--- config.mk ---
export PLATFORM = sky130hd
export DESIGN_NAME = infix_precedence_evaluator_top
export DESIGN_NICKNAME = d
export VERILOG_FILES = /design/src/ipe_pkg.sv /design/src/infix_precedence_evaluator_top.sv
export SDC_FILE = /design/constraint.sdc
export NUM_CORES = 1
export LEC_CHECK = 0
export ABC_AREA = 1
export BUFFER_PORTS_ARGS = -buffer_cell sky130_fd_sc_hd__buf_2
export CELL_PAD_IN_SITES_DETAIL_PLACEMENT = 1
export CELL_PAD_IN_SITES_GLOBAL_PLACEMENT = 2
export CORE_ASPECT_RATIO = 1.4
export CORE_MARGIN = 8
export CORE_UTILIZATION = 37
export DETAILED_ROUTE_END_ITERATION = 7
export PLACE_DENSITY_LB_ADDON = 0.05
export SYNTH_ARGS = -nofsm -noshare
export SYNTH_HDL_FRONTEND = slang
export SYNTH_SLANG_ARGS = --single-unit
--- constraint.sdc ---
create_clock -name clk -period 19.02 [get_ports clk]
set_clock_uncertainty 0.05 [all_clocks]
set_input_delay 1.902 -clock clk [delete_from_list [all_inputs] [get_ports clk]]
set_output_delay 1.902 -clock clk [all_outputs]
set_load 0.005 [all_outputs]
--- src/ipe_pkg.sv ---
// Shared widths, operator codes and parameter defaults for the infix
// precedence evaluator. No dependencies.
`timescale 1ns / 1ps

package ipe_pkg;

  localparam int OPERAND_W = 32;
  localparam int VALUE_W   = 32;
  localparam int OP_W      = 2;

  localparam int DEF_WORD_BITS = 32;
  localparam int DEF_FRAC_BITS = 16;

  typedef logic [OP_W-1:0] op_t;

  localparam op_t OP_ADD = 2'd0;
  localparam op_t OP_SUB = 2'd1;
  localparam op_t OP_MUL = 2'd2;
  localparam op_t OP_DIV = 2'd3;

endpackage

--- src/infix_precedence_evaluator_top.sv ---
// Infix expression evaluator with multiply/divide precedence, fixed point.
// Depends on ipe_pkg.
`timescale 1ns / 1ps

// Streams a flat infix expression one operand word at a time; each word
// carries the operator that joins it to the previous operand, and the word
// flagged last closes the expression and yields one result word (value plus
// divide-by-zero and overflow flags), after which the block starts fresh.
// Per operand word: the first operand and add/subtract are taken in the
// idle state itself, so they stream back to back. Multiply runs a shift-add
// over the multiplier bits, one bit per cycle, then a rounding state and a
// sign-and-saturate state. Divide runs a restoring divider, one quotient
// bit per cycle over WORD_BITS + FRAC_BITS numerator bits, then the
// sign-and-saturate state; a zero divisor skips the divider. The last word
// adds a commit state for the final add and output clamp, and waits there
// only if the previous result word is still unclaimed. The result register
// lets the next expression start while a result waits downstream.
module infix_precedence_evaluator_top #(
  parameter int WORD_BITS = ipe_pkg::DEF_WORD_BITS,
  parameter int FRAC_BITS = ipe_pkg::DEF_FRAC_BITS
) (
  input  logic                                 clk,
  input  logic                                 rst,
  // operand channel
  input  logic                                 item_valid,
  output logic                                 item_stall,
  input  logic signed [ipe_pkg::OPERAND_W-1:0] operand,
  input  ipe_pkg::op_t                         op_before,
  input  logic                                 last,
  // result channel
  output logic                                 result_valid,
  input  logic                                 result_stall,
  output logic signed [ipe_pkg::VALUE_W-1:0]   value,
  output logic                                 divide_by_zero,
  output logic                                 overflowed
);
  import ipe_pkg::*;

  localparam int W      = WORD_BITS;
  localparam int PROD_W = 2 * W;
  localparam int NUM_W  = W + FRAC_BITS;
  localparam int MAG_W  = (PROD_W > NUM_W) ? PROD_W : NUM_W;
  localparam int CNT_W  = $clog2(NUM_W);
  localparam int EXT_W  = (W > OPERAND_W) ? W : OPERAND_W;
  localparam int FIN_W  = (W + 1 > VALUE_W + 1) ? W + 1 : VALUE_W + 1;
  localparam int CLAMP_W = (W < VALUE_W) ? W : VALUE_W;
  localparam bit RND_EN  = (FRAC_BITS > 0);
  localparam int RND_IDX = (FRAC_BITS > 0) ? FRAC_BITS - 1 : 0;

  localparam logic signed [W-1:0] WMAX = {1'b0, {(W-1){1'b1}}};
  localparam logic signed [W-1:0] WMIN = {1'b1, {(W-1){1'b0}}};

  localparam logic signed [EXT_W-1:0] X_HI = EXT_W'(WMAX);
  localparam logic signed [EXT_W-1:0] X_LO = ~X_HI;

  localparam logic signed [FIN_W-1:0] F_HI =
    FIN_W'((64'sd1 <<< (CLAMP_W - 1)) - 64'sd1);
  localparam logic signed [FIN_W-1:0] F_LO = ~F_HI;

  localparam logic [MAG_W-1:0] HALF    = MAG_W'(1) << (W - 1);
  localparam logic [MAG_W-1:0] LIM_POS = HALF - MAG_W'(1);

  // sequencer states
  localparam logic [2:0] S_IDLE = 3'd0;  // take operand words
  localparam logic [2:0] S_MUL  = 3'd1;  // one multiplier bit per cycle
  localparam logic [2:0] S_MRND = 3'd2;  // drop fraction, round half away
  localparam logic [2:0] S_DIV  = 3'd3;  // one quotient bit per cycle
  localparam logic [2:0] S_SAT  = 3'd4;  // sign and saturate the term
  localparam logic [2:0] S_END  = 3'd5;  // final commit, load result

  // expression state
  logic [2:0]          state;
  logic signed [W-1:0] sum;
  logic signed [W-1:0] product;
  logic                term_neg;
  logic                first;
  logic                flag_div0;
  logic                flag_ovf;
  logic                last_r;

  // arithmetic datapath
  logic                res_neg;
  logic [W-1:0]        ma;
  logic [W-1:0]        mb;
  logic [PROD_W-1:0]   pacc;
  logic [NUM_W-1:0]    qn;
  logic [W-1:0]        rem;
  logic [MAG_W-1:0]    mag;
  logic [CNT_W-1:0]    cnt;

  logic item_acc;
  assign item_stall = (state != S_IDLE);
  assign item_acc   = item_valid && !item_stall;

  // operand clamp to the word
  logic signed [EXT_W-1:0] x_ext;
  logic signed [W-1:0]     x_sat;
  logic                    x_ovf;
  logic [W-1:0]            x_mag;
  logic [W-1:0]            p_mag;

  always_comb begin
    x_ext = EXT_W'(operand);
    x_ovf = 1'b0;
    if (x_ext > X_HI) begin
      x_sat = WMAX;
      x_ovf = 1'b1;
    end else if (x_ext < X_LO) begin
      x_sat = WMIN;
      x_ovf = 1'b1;
    end else begin
      x_sat = x_ext[W-1:0];
    end
    x_mag = x_sat[W-1] ? (~x_sat + 1'b1) : x_sat;
    p_mag = product[W-1] ? (~product + 1'b1) : product;
  end

  // commit of the pending term into the sum
  logic signed [W:0]   c_sum;
  logic                c_ovf;
  logic signed [W-1:0] c_sat;

  always_comb begin
    if (term_neg) begin
      c_sum = {sum[W-1], sum} - {product[W-1], product};
    end else begin
      c_sum = {sum[W-1], sum} + {product[W-1], product};
    end
    c_ovf = (c_sum[W] != c_sum[W-1]);
    if (c_ovf) begin
      c_sat = c_sum[W] ? WMIN : WMAX;
    end else begin
      c_sat = c_sum[W-1:0];
    end
  end

  // final clamp: to the narrower of the word range and the output range
  logic signed [FIN_W-1:0]   f_ext;
  logic                      f_ovf;
  logic [VALUE_W-1:0]        f_val;

  always_comb begin
    f_ext = FIN_W'(c_sum);
    f_ovf = 1'b0;
    if (f_ext > F_HI) begin
      f_val = F_HI[VALUE_W-1:0];
      f_ovf = 1'b1;
    end else if (f_ext < F_LO) begin
      f_val = F_LO[VALUE_W-1:0];
      f_ovf = 1'b1;
    end else begin
      f_val = f_ext[VALUE_W-1:0];
    end
  end

  // multiply step: add multiplicand into top half, shift right
  logic [W:0]        m_sum;
  logic [PROD_W-1:0] pacc_next;
  logic [PROD_W-1:0] p_sh;
  logic              rnd;

  always_comb begin
    m_sum     = {1'b0, pacc[PROD_W-1:W]} + (mb[0] ? {1'b0, ma} : '0);
    pacc_next = {m_sum, pacc[W-1:1]};
    p_sh      = pacc >> RND_IDX;
    rnd       = RND_EN && p_sh[0];
  end

  // divide step: restoring, numerator shifts out of qn as quotient enters
  logic [W:0]       r_sh;
  logic [W:0]       r_sub;
  logic             d_ge;
  logic [NUM_W-1:0] qn_next;

  always_comb begin
    r_sh    = {rem, qn[NUM_W-1]};
    r_sub   = r_sh - {1'b0, mb};
    d_ge    = (r_sh >= {1'b0, mb});
    qn_next = {qn[NUM_W-2:0], d_ge};
  end

  // sign and saturate a finished magnitude
  logic                s_over;
  logic [W-1:0]        s_low;
  logic signed [W-1:0] s_val;

  always_comb begin
    s_low  = mag[W-1:0];
    s_over = (mag > LIM_POS) && !(res_neg && (mag == HALF));
    if (s_over) begin
      s_val = res_neg ? WMIN : WMAX;
    end else begin
      s_val = res_neg ? (~s_low + 1'b1) : s_low;
    end
  end

  logic out_free;
  assign out_free = !result_valid || !result_stall;

  always_ff @(posedge clk) begin
    if (rst) begin
      state        <= S_IDLE;
      sum          <= '0;
      product      <= '0;
      term_neg     <= 1'b0;
      first        <= 1'b1;
      flag_div0    <= 1'b0;
      flag_ovf     <= 1'b0;
      result_valid <= 1'b0;
    end else begin
      // the commit state reloads the result itself
      if (result_valid && !result_stall && (state != S_END)) begin
        result_valid <= 1'b0;
      end

      case (state)
        S_IDLE: begin
          if (item_acc) begin
            last_r <= last;
            if (x_ovf) begin
              flag_ovf <= 1'b1;
            end
            if (first) begin
              sum      <= '0;
              product  <= x_sat;
              term_neg <= 1'b0;
              first    <= 1'b0;
              state    <= last ? S_END : S_IDLE;
            end else begin
              case (op_before)
                OP_MUL: begin
                  ma      <= p_mag;
                  mb      <= x_mag;
                  res_neg <= product[W-1] ^ x_sat[W-1];
                  pacc    <= '0;
                  cnt     <= CNT_W'(W - 1);
                  state   <= S_MUL;
                end
                OP_DIV: begin
                  if (x_sat == '0) begin
                    flag_div0 <= 1'b1;
                    product   <= product[W-1] ? WMIN : WMAX;
                    state     <= last ? S_END : S_IDLE;
                  end else begin
                    mb      <= x_mag;
                    res_neg <= product[W-1] ^ x_sat[W-1];
                    qn      <= NUM_W'(p_mag) << FRAC_BITS;
                    rem     <= '0;
                    cnt     <= CNT_W'(NUM_W - 1);
                    state   <= S_DIV;
                  end
                end
                default: begin
                  // add or subtract closes the current term
                  sum      <= c_sat;
                  product  <= x_sat;
                  term_neg <= (op_before == OP_SUB);
                  if (c_ovf && !x_ovf) begin
                    flag_ovf <= 1'b1;
                  end
                  state <= last ? S_END : S_IDLE;
                end
              endcase
            end
          end
        end

        S_MUL: begin
          pacc <= pacc_next;
          mb   <= mb >> 1;
          cnt  <= cnt - 1'b1;
          if (cnt == '0) begin
            state <= S_MRND;
          end
        end

        S_MRND: begin
          mag   <= MAG_W'(pacc >> FRAC_BITS) + MAG_W'(rnd);
          state <= S_SAT;
        end

        S_DIV: begin
          rem <= d_ge ? r_sub[W-1:0] : r_sh[W-1:0];
          qn  <= qn_next;
          cnt <= cnt - 1'b1;
          if (cnt == '0) begin
            mag   <= MAG_W'(qn_next);
            state <= S_SAT;
          end
        end

        S_SAT: begin
          product <= s_val;
          if (s_over) begin
            flag_ovf <= 1'b1;
          end
          state <= last_r ? S_END : S_IDLE;
        end

        S_END: begin
          if (out_free) begin
            result_valid   <= 1'b1;
            value          <= f_val;
            divide_by_zero <= flag_div0;
            overflowed     <= flag_ovf | f_ovf;
            // back to the reset state for the next expression
            sum       <= '0;
            product   <= '0;
            term_neg  <= 1'b0;
            first     <= 1'b1;
            flag_div0 <= 1'b0;
            flag_ovf  <= 1'b0;
            state     <= S_IDLE;
          end
        end

        default: begin
          state <= S_IDLE;
        end
      endcase
    end
  end

endmodule

==> run_results.csv <==
group,metric,value,unit
clock_tree,cts_setup_buffers,0,
pwr,finalPower,4.10,mW
finish,layout-drive-gt1-share,6.59,%
clock_tree,clk_path_buf_depth,3,
clock_tree,cts_root_buffer,"clkbuf_16",
floorplan,die-width,237,um
synthesis,syn_nets,3666,
critical_path,crit_required,19260,ps
global_routing,grt_overflow,0,
synthesis,yosys_register_bits,356,
timing,fin_crit,5870,ps
synthesis,syn_avg_cell_area,7.18,um2
worst_hold_path,hold_start,"sum[0]",
drt,drt_pass1_iterations,5,
clock_tree,cts.sinks,356,
floorplan,rows,113,
placed_design,port_buffers,74,
synthesis,netlist_instances,3515,
critical_path,worstSetupPathType,"flop to flop",
global_routing,grt_first_pass_wirelength,150000,um
clock_tree,clk_latency,590,ps
timing,whs,416,ps
timing,tightest_slew,1200,ps
finish,stdcell_area,28000,um2
clock_tree,cts_resized,0,
synthesis,synth_most_common_cell,"nand2_1",
drt,totalWireLength,97100,um
timing,finalWorstSetupSlack,13150,ps
placed_design,dp_worst_setup_slack,13090,ps
worst_hold_path,hp-class,"flop to flop",
synthesis,ys_warn_count,0,
synthesis,synthTopCellsByCount,"nand2_1, inv_1, nor2_1",
global_routing,grt_max_degree,94,
timing,fmaxAchievable,170,MHz
synthesis,muxShareOfSynthArea,0.0396,%
critical_path,cp-startpoint,"product[0]",
timing,setup_viol_count_final,0,
finish,nFillCells,8481,
drt,via_count,24000,
critical_path,crit_path_frequent_cell,"nand2_1",
floorplan,die_h,325,um
timing,rsz0062_at_grt,"false",
synthesis,synth-simple-area-share,29.9,%
finish,n_antenna_cell,0,
critical_path,start_kind,"flop",
drt,drc_errors,0,
pwr,leakage,12.2,nW
finish,final_nets,3702,
floorplan,top_level_ports,75,
job,cap_viol_max_count,0,
synthesis,ys_top_cells_by_area,"edfxtp_1, nand2_1, inv_1",
synthesis,yosys.area.top_type_share,33.8,%
timing,setup-tns-final,0,ps
critical_path,slowest_stage,"nand2_2",
synthesis,synthArstFlopShare,0,%
global_routing,grt_antenna_before_repair,0,
critical_path,max_stage_delay,490,ps
placed_design,dpl-instance-area,26500,um2
clock_tree,cts_tree,"yes",
clock_tree,hold_buffers,0,
clock_tree,clkTransAtPathRegs,60,ps
timing,maxSlewHeadroom,19.2,%
global_routing,grt_usage,24.8,%
synthesis,synth_xor_xnor_area_share,3.68,%
run_status,outcome,"complete, no violations",
floorplan,core_area,67700,um2
clock_tree,htree_levels,2,
floorplan,initial_core_util,37.3,%
synthesis,synth-compound-area-share,12.9,%
drt,drt-vias-per-instance,5.40,
synthesis,synthAdderAreaFrac,5.64,%
synthesis,yosysUniqueCellTypes,55,
synthesis,synth_top_area_cell,"edfxtp_1",
synthesis,synth-edff-count,284,
critical_path,worst_setup_path_end_kind,"flop",
clock_tree,cts_made_buffers,42,
pwr,ir_drop,162,uV
synthesis,synth_top_family_by_area,"simple AND/OR/NAND/NOR gates",
floorplan,die-area,77000,um2
placed_design,hpwl,76900,um
placed_design,gp_congestion,0.919,
drt,first_iter_violations,1340,
pwr,p_per_area,147,nW/um2
timing,hold_viol,0,
drt,antenna_left,0,
synthesis,synth.cell_area,25300,um2
synthesis,synth_flop_cell,"edfxtp_1",
synthesis,ys_seq_area_share,39.5,%
critical_path,critPathMaxFanout,32,
drt,post_drt_wl_per_cell,21.8,um
global_routing,grt_pass1_vias,25600,
timing,slew_violations,0,
critical_path,r2r_start,"product[0]",
timing,fin_crit_sh,30.9,%
critical_path,worstPathArrival,6110,ps
finish,area.growth.synth_to_final,10.7,%
[cell families after synthesis]
family                     after synthesis
and+or+nand+nor                       1794
AOI/OAI and AO/OA                      595
buffers and inverters                  551
DFF                                    356
adders and majority gates              112
xor gates and xnor gates               106
muxes                                    1
[routing by layer]
layer | part of all wire (%) | routed length, um | up-vias | global-route usage (%)
li1 | - | - | 11700 | -
met1 | 41 | 39400 | 11700 | 28.3
met2 | 52 | 50500 | 394 | 46.5
met3 | 2.9 | 2780 | 177 | 2.55
met4 | 4.5 | 4360 | 0 | 10.3
met5 | 0 | 0 | - | 0
[placed cells by master (no fill, tap or decap), types with 72 or more instances in the layout]
master,n
edfxtp_1,284
nand2_1,962
buf_2,74
dfxtp_1,72
nor2_1,401
ha_1,109
nand3_1,225
a21oi_1,213
o21ai_0,269
inv_1,426
xor2_1,84
[worst max-delay path, delay by kind of cell (launching register included)]
kind	cells	cell delay [ps]
mux	1	150
xor+xnor	1	210
fa+ha+maj	3	860
flops	1	340
simple gates	24	3740
buf+inv	2	210
[layout make-up]
class | count | area (um2) | area share, %
repair buffers | 99 | 558 | 2.00
inverters | 444 | 1670 | 5.96
multi-input cells | 2608 | 13200 | 47.4
clock buffers | 50 | 1100 | 3.94
flip-flops and latches | 356 | 9970 | 35.7
well taps | 862 | 1080 | 3.86
clock inverters | 25 | 332 | 1.19
[power breakdown]
| group | switching, mW | internal [mW] |
|---|---|---|
| sequential | 0.120 | 1.05 |
| clock | 0.357 | 0.522 |
| combinational | 1.48 | 0.565 |
| total | 1.96 | 2.14 |
[worst paths after layout]
check	end	slack, ps	cells past startpoint
min reg2reg	sum[0]	420	2
max reg2reg	value[0]	13150	31
min	sum[0]	420	2
max	value[0]	13150	31
[state kept, by name (all words and copies together) (netlist names), 6 cells and up, named ones only]
| name | flops |
|---|---|
| mb | 32 |
| mag | 49 |
| sum | 32 |
| rem | 32 |
| pacc | 49 |
| qn | 48 |
| cnt | 6 |
| product | 31 |
| value | 32 |
| ma | 32 |
[through the flow]
stage | cells | utilization (%)
global route | 4444 | 41.3
CTS | 4444 | 41.3
finish | 4444 | 41.3
detailed placement | 4369 | 39.2
global placement | 4369 | 39.2
floorplan | 3515 | -
(Power assumes the default switching activity.)
